[config.mk]
export PLATFORM = sky130hd
export DESIGN_NAME = itx_ctrl
export DESIGN_NICKNAME = d
export VERILOG_FILES = /design/src/sv/itx_pkg.sv /design/src/sv/itx_ctrl.sv
export SDC_FILE = /design/constraint.sdc
export NUM_CORES = 1
export LEC_CHECK = 0
export BUFFER_PORTS_ARGS = -buffer_cell sky130_fd_sc_hd__buf_2
export CAP_MARGIN = 15
export CORE_MARGIN = 5
export CORE_UTILIZATION = 45
export DETAILED_ROUTE_END_ITERATION = 10
export GPL_TIMING_DRIVEN = 1
export SYNTH_ARGS = -nofsm -noshare
export SYNTH_HDL_FRONTEND = slang
export SYNTH_SLANG_ARGS = --single-unit
[constraint.sdc]
create_clock -name aclk -period 4.55 [get_ports aclk]
set_clock_uncertainty 0.05 [all_clocks]
set_input_delay 0.2275 -clock aclk [delete_from_list [all_inputs] [get_ports aclk]]
set_output_delay 0.2275 -clock aclk [all_outputs]
set_load 0.02 [all_outputs]
[src/sv/itx_pkg.sv]
`timescale 1ns / 1ps
// ----------------------------------------------------------------------------
// itx_pkg
// Shared types and constants of the image TLV hash extractor.
// ----------------------------------------------------------------------------
package itx_pkg;

    localparam int MAX_IMAGE_BYTES = 524288;
    localparam int ADDR_W          = $clog2(MAX_IMAGE_BYTES);
    localparam int CNT_W           = $clog2(MAX_IMAGE_BYTES + 1);
    localparam int POS_W           = 34;

    localparam logic [31:0] MAGIC_WORD = 32'h96f3b83c;
    localparam logic [15:0] HASH_TAG   = 16'h0010;
    localparam logic [15:0] HASH_LEN   = 16'h0020;
    localparam logic [2:0]  MAGIC_SKIP = 3'd4;
    localparam logic [4:0]  HASH_LAST  = 5'd31;

    localparam logic [1:0] STAT_FOUND     = 2'd0;
    localparam logic [1:0] STAT_NOT_FOUND = 2'd1;
    localparam logic [1:0] STAT_TOO_LARGE = 2'd2;

    localparam logic KIND_HASH   = 1'b0;
    localparam logic KIND_STATUS = 1'b1;

    typedef enum logic [2:0] {
        ST_LOAD,
        ST_FETCH,
        ST_CAPTURE,
        ST_CHECK,
        ST_HASH_OUT,
        ST_STATUS_OUT
    } state_t;

    typedef enum logic [2:0] {
        PH_MAGIC,
        PH_HSIZE,
        PH_DSIZE,
        PH_TAG,
        PH_LEN,
        PH_HASH
    } phase_t;

    typedef struct packed {
        logic       kind;
        logic [7:0] hash_byte;
        logic [4:0] hash_index;
        logic [1:0] status;
        logic       last;
    } res_t;

endpackage

[src/sv/itx_ctrl.sv]
`timescale 1ns / 1ps
// ----------------------------------------------------------------------------
// itx_ctrl
// Load counter and TLV walk sequencer around one byte reader.
// ----------------------------------------------------------------------------
module itx_ctrl
    import itx_pkg::*;
(
    input  logic              aclk,
    input  logic              aresetn,
    input  logic              in_valid,
    output logic              in_ready,
    input  logic [7:0]        in_byte,
    input  logic              in_end,
    output logic              res_valid,
    input  logic              res_ready,
    output res_t              res,
    output logic              mem_we,
    output logic [ADDR_W-1:0] mem_waddr,
    output logic [7:0]        mem_wdata,
    output logic [ADDR_W-1:0] mem_raddr,
    input  logic [7:0]        mem_rdata
);

    state_t            state_reg, state_next;
    phase_t            phase_reg, phase_next;
    logic [CNT_W-1:0]  cnt_reg, cnt_next;
    logic              ovf_reg, ovf_next;
    logic [POS_W-1:0]  rd_pos_reg, rd_pos_next;
    logic [POS_W-1:0]  pos_reg, pos_next;
    logic [2:0]        rem_reg, rem_next;
    logic [31:0]       acc_reg, acc_next;
    logic              magic_ok_reg, magic_ok_next;
    logic [15:0]       tag_reg, tag_next;
    logic [4:0]        hidx_reg, hidx_next;
    logic [7:0]        hbyte_reg, hbyte_next;
    logic [1:0]        stat_reg, stat_next;
    logic              rd_ok_reg, rd_ok_next;

    logic [POS_W-1:0]  cnt_ext;
    logic [POS_W-1:0]  rd_inc;
    logic [7:0]        byte_v;
    logic [31:0]       acc_sh;
    logic [CNT_W-1:0]  cnt_inc;
    logic              accept;

    assign cnt_ext = POS_W'(cnt_reg);
    assign rd_inc  = rd_pos_reg + POS_W'(1);
    assign byte_v  = rd_ok_reg ? mem_rdata : 8'd0;
    assign acc_sh  = {byte_v, acc_reg[31:8]};
    assign cnt_inc = cnt_reg + CNT_W'(1);
    assign accept  = in_valid && in_ready;

    assign in_ready  = (state_reg == ST_LOAD);
    assign mem_we    = accept && !ovf_reg;
    assign mem_waddr = cnt_reg[ADDR_W-1:0];
    assign mem_wdata = in_byte;
    assign mem_raddr = rd_pos_reg[ADDR_W-1:0];

    always_ff @(posedge aclk) begin
        if (!aresetn) begin
            state_reg <= ST_LOAD;
            cnt_reg   <= '0;
            ovf_reg   <= 1'b0;
        end else begin
            state_reg <= state_next;
            cnt_reg   <= cnt_next;
            ovf_reg   <= ovf_next;
        end
        phase_reg    <= phase_next;
        rd_pos_reg   <= rd_pos_next;
        pos_reg      <= pos_next;
        rem_reg      <= rem_next;
        acc_reg      <= acc_next;
        magic_ok_reg <= magic_ok_next;
        tag_reg      <= tag_next;
        hidx_reg     <= hidx_next;
        hbyte_reg    <= hbyte_next;
        stat_reg     <= stat_next;
        rd_ok_reg    <= rd_ok_next;
    end

    always_comb begin
        state_next    = state_reg;
        phase_next    = phase_reg;
        cnt_next      = cnt_reg;
        ovf_next      = ovf_reg;
        rd_pos_next   = rd_pos_reg;
        pos_next      = pos_reg;
        rem_next      = rem_reg;
        acc_next      = acc_reg;
        magic_ok_next = magic_ok_reg;
        tag_next      = tag_reg;
        hidx_next     = hidx_reg;
        hbyte_next    = hbyte_reg;
        stat_next     = stat_reg;
        rd_ok_next    = rd_ok_reg;
        res_valid     = 1'b0;
        res           = '0;

        case (state_reg)
            ST_LOAD: begin
                if (accept) begin
                    if (!ovf_reg) begin
                        cnt_next = cnt_inc;
                        ovf_next = (cnt_inc >= CNT_W'(MAX_IMAGE_BYTES));
                    end
                    if (in_end) begin
                        if (!ovf_reg && (cnt_inc < CNT_W'(MAX_IMAGE_BYTES))) begin
                            phase_next  = PH_MAGIC;
                            rd_pos_next = '0;
                            rem_next    = 3'd4;
                            state_next  = ST_FETCH;
                        end else begin
                            stat_next  = STAT_TOO_LARGE;
                            state_next = ST_STATUS_OUT;
                        end
                    end
                end
            end
            ST_FETCH: begin
                rd_ok_next = (rd_pos_reg < cnt_ext);
                state_next = ST_CAPTURE;
            end
            ST_CAPTURE: begin
                acc_next    = acc_sh;
                rd_pos_next = rd_inc;
                rem_next    = rem_reg - 3'd1;
                state_next  = ST_FETCH;
                if (rem_reg == 3'd1) begin
                    case (phase_reg)
                        PH_MAGIC: begin
                            magic_ok_next = (acc_sh == MAGIC_WORD);
                            rd_pos_next   = POS_W'(8);
                            rem_next      = 3'd4;
                            phase_next    = PH_HSIZE;
                        end
                        PH_HSIZE: begin
                            pos_next   = POS_W'(acc_sh);
                            rem_next   = 3'd4;
                            phase_next = PH_DSIZE;
                        end
                        PH_DSIZE: begin
                            pos_next = pos_reg + POS_W'(acc_sh)
                                     + (magic_ok_reg ? '0 : POS_W'(MAGIC_SKIP));
                            state_next = ST_CHECK;
                        end
                        PH_TAG: begin
                            tag_next   = acc_sh[31:16];
                            rem_next   = 3'd2;
                            phase_next = PH_LEN;
                        end
                        PH_LEN: begin
                            if (tag_reg == HASH_TAG && acc_sh[31:16] == HASH_LEN) begin
                                hidx_next  = '0;
                                rem_next   = 3'd1;
                                phase_next = PH_HASH;
                            end else begin
                                pos_next   = rd_inc + POS_W'(acc_sh[31:16]);
                                state_next = ST_CHECK;
                            end
                        end
                        PH_HASH: begin
                            hbyte_next = byte_v;
                            state_next = ST_HASH_OUT;
                        end
                        default: begin
                            state_next = ST_CHECK;
                        end
                    endcase
                end
            end
            ST_CHECK: begin
                if (pos_reg < cnt_ext) begin
                    rd_pos_next = pos_reg;
                    rem_next    = 3'd2;
                    phase_next  = PH_TAG;
                    state_next  = ST_FETCH;
                end else begin
                    stat_next  = STAT_NOT_FOUND;
                    state_next = ST_STATUS_OUT;
                end
            end
            ST_HASH_OUT: begin
                res_valid      = 1'b1;
                res.kind       = KIND_HASH;
                res.hash_byte  = hbyte_reg;
                res.hash_index = hidx_reg;
                if (res_ready) begin
                    if (hidx_reg == HASH_LAST) begin
                        stat_next  = STAT_FOUND;
                        state_next = ST_STATUS_OUT;
                    end else begin
                        hidx_next  = hidx_reg + 5'd1;
                        rem_next   = 3'd1;
                        state_next = ST_FETCH;
                    end
                end
            end
            ST_STATUS_OUT: begin
                res_valid  = 1'b1;
                res.kind   = KIND_STATUS;
                res.status = stat_reg;
                res.last   = 1'b1;
                if (res_ready) begin
                    cnt_next   = '0;
                    ovf_next   = 1'b0;
                    state_next = ST_LOAD;
                end
            end
            default: begin
                state_next = ST_LOAD;
            end
        endcase
    end

endmodule

==> flow_summary.toml <==
[route]
first_pass_iters = 5
drtAntennaViolNets = 0
dr_total_vias = 9964
vias_per_cell = 6.06
drc = 0
drt_iter0_drc = 947
wire_per_inst_um = 21.7
wirelength_mm = 35.8

[final_layout]
fillCellCount = 2414
fin_util_pct = 50.1
area_delta_synth_final_pct = 9.16
design_area_um2 = 13100
nets = 1445
fin_cells = 1645
antenna_cells_inserted = 0
regArea_um2 = 4410
layout-drive-gt1-share_pct = 12.1
multiInputGateArea_um2 = 6980

[clock_tree]
cts_sinks = 155
post_cts_resized = 0
cts.reportedPaths.clkPinSlew_ps = 80
htreeDepth = 4
cts_buffers = 17
cts_setup_buffers = 0
cts_root_buf = "clkbuf_16"
holdBufCountCts = 1
cts_tree = "done"
clk-insertion-delay-late_ps = 450
cts_max_path_buffers = 2

[critical_path]
cpPeakStageDelay_ps = 560
required_ps = 4690
crit_chain = "ha_1, and4_2, nand4_1, xnor2_1, ha_1, a21o_1, a21oi_1, o21ai_0, a211oi_1, a2111o_1, nor4_2, xnor2_1, a21oi_1, o21ai_1"
critPathMaxFanout = 8
worstSetupStartpointType = "flip-flop"
crit_buf_inv = 0
cp-end-kind = "flip-flop"
arrival_ps = 4220
cpMaxStageDelayCell = "a211oi_1"
path_class = "reg -> reg"
crit_family = "compound AO/OA/AOI/OAI gates"

[synth]
syn_avg_cell_area_um2 = 9.50
synth_top_area_share_pct = 32.7
synth_seq_area_share_pct = 36.7
ys_types = 77
syn_nets = 1414
synth.area.top_cells = "edfxtp_1 (33%), ha_1 (13%), xnor2_1 (5.1%), dfxtp_1 (4.0%), o21ai_0 (3.2%)"
netlist_area_um2 = 12000
postSynthCellCount = 1266
synthTopCellsByCount = "edfxtp_1 (131), ha_1 (124), nand2_1 (102), nor2_1 (88), o21ai_0 (78)"
yosysWarnings = 0
synth_top_area_cell = "edfxtp_1"
synth.most_common_cell = "edfxtp_1"
synth_edf_count = 131
ys_seq_elements = 155
ys_async_sr_fraction_pct = 0
synth_ff_type = "edfxtp_1"

[power_and_ir_drop]
power_frac_comb_pct = 24.3
p_switching_w = 0.00150
clockPowerShare_pct = 34.6
seqPwrFrac_pct = 41.0
p_int_w = 0.00279
switching_share_pct = 35.0
power_leakage_nw = 5.09
power_density_nw_per_um2 = 327
peakVddDrop_v = 0.000237

[floorplan]
die_x_um = 174
start_util_pct = 45.9
die-area_um2 = 30100
coreArea_um2 = 26200
ios = 87
die_h_um = 174
num_rows = 59

[timing]
rsz0062_at_grt = "false"
final_max_slew_viol_count = 0
maxSlewHeadroom_pct = 19.9
totalNegativeSetupSlack_ps = 0
finalHoldViolations = 0
worst_pin_slew_ps = 1200
layout_min_cycle_time_ps = 4080
fmax_ghz = 0.245
fin_crit_sh_pct = 89.7
worst_hold_slack_ps = 43.9
setup_viol = 0

[flow_run]
maxCapViolCount = 0

[run_status]
status = "completed"

[grt]
antenna_found_initial = 0
grt_pass1_wl_mm = 55.4
grt_max_degree = 37
grt.overflow.total = 0
grt_pass1_vias = 9489
grtUsageTotal_pct = 23.4

[placement]
placedCellCount = 1611
dp_hpwl_mm = 27.7
gp_congestion = 0.926
place_area_um2 = 12500
portBuffers = 70

[hold_path]
hp-class = "in -> reg"
==> per-layer routing <==
metal  GRT usage, %  share of wire (%)
met1           33.5                 46
met2           35.9                 43
met3           4.75                8.3
met4           7.05                2.3
met5              0                  0
==> power by group through the flow <==
stage / logic [W] / clock network [W] / registers [W]
3_5_place_dp: 0.00102 / 0 / 0.00179
3_3_place_gp: 0.00102 / 0 / 0.00179
4_1_cts: 0.00103 / 0.00150 / 0.00176
2_1_floorplan: 0.000788 / 0 / 0.00174
6_report: 0.00105 / 0.00149 / 0.00176
5_1_grt: 0.00115 / 0.00157 / 0.00177
==> cell families (layout without fill, tap and decap cells) <==
| family | Yosys count | in the layout | synth area share [%] |
|---|---|---|---|
| AND/OR/NAND/NOR | 429 | 429 | 18.9 |
| AO/OA/AOI/OAI | 317 | 317 | 17.3 |
| flip-flops | 155 | 155 | 36.7 |
| adder cells (fa/ha/maj) | 127 | 127 | 13.4 |
| buffers and inverters | 124 | 168 | 5.42 |
| XOR/XNOR | 113 | 113 | 8.23 |
| multiplexers | 1 | 1 | 0.0936 |
==> metrics by stage <==
stage | power, W | setup WS, ps
CTS | 0.00429 | 504
detailed placement | 0.00281 | 533
global route | 0.00449 | 83.1
floorplan | 0.00253 | 85.9
finish | 0.00429 | 470
global placement | 0.00280 | 652
==> final cells by class <==
cell class / count / share of cell area [%]
clock buffers: 17 / 3.24
well taps: 335 / 3.19
clock inverters: 15 / 1.48
multi-input cells: 987 / 53.2
inverters: 41 / 1.17
flip-flops and latches: 155 / 33.6
repair buffers: 95 / 4.16
==> worst reg2reg max path: stages, from the launching register on <==
cell      delay (ps)
edfxtp_1         490
ha_1             290
and4_2           370
nand4_1          160
xnor2_1          260
ha_1             340
a21o_1           180
a21oi_1          180
o21ai_0          110
a211oi_1         560
a2111o_1         400
nor4_2            70
xnor2_1          150
a21oi_1          150
o21ai_1           70
==> worst paths after layout <==
| kind | start | endpoint | slack (ps) | cells past startpoint |
|---|---|---|---|---|
| worst min register to register | cnt_reg[19]$_SDFFE_PN0P_ | cnt_reg[19]$_SDFFE_PN0P_ | 490 | 2 |
| worst min-delay path | aresetn | cnt_reg[0]$_SDFFE_PN0P_ | 40 | 2 |
| worst max-delay path | rd_pos_reg[0]$_DFFE_PP_ | pos_reg[26]$_DFFE_PP_ | 470 | 14 |
| worst max register to register | rd_pos_reg[0]$_DFFE_PP_ | pos_reg[26]$_DFFE_PP_ | 470 | 14 |
==> cells in the final DEF (no fill, tap or decap), drive strengths merged, types with 4 or more instances in the layout <==
cell type / instances
ha: 124
and3: 32
nor2b: 12
o21ai: 80
a21o: 37
nand4b: 9
edfxtp: 131
o21bai: 11
and2: 22
nand2: 103
a21oi: 64
xnor2: 70
o211ai: 6
nand3: 46
o21a: 8
nand4: 27
xor2: 43
and4: 8
nor2: 88
nor3: 24
a221oi: 5
inv: 46
or3: 5
dfxtp: 24
nand2b: 9
nor4: 23
a31oi: 9
nor3b: 5
o31a: 5
o22ai: 11
or2: 4
a22o: 15
a211oi: 14
a22oi: 16
clkbuf: 18
o221ai: 5
buf: 93
clkinv: 10
Power figures use the tool's default switching activity.
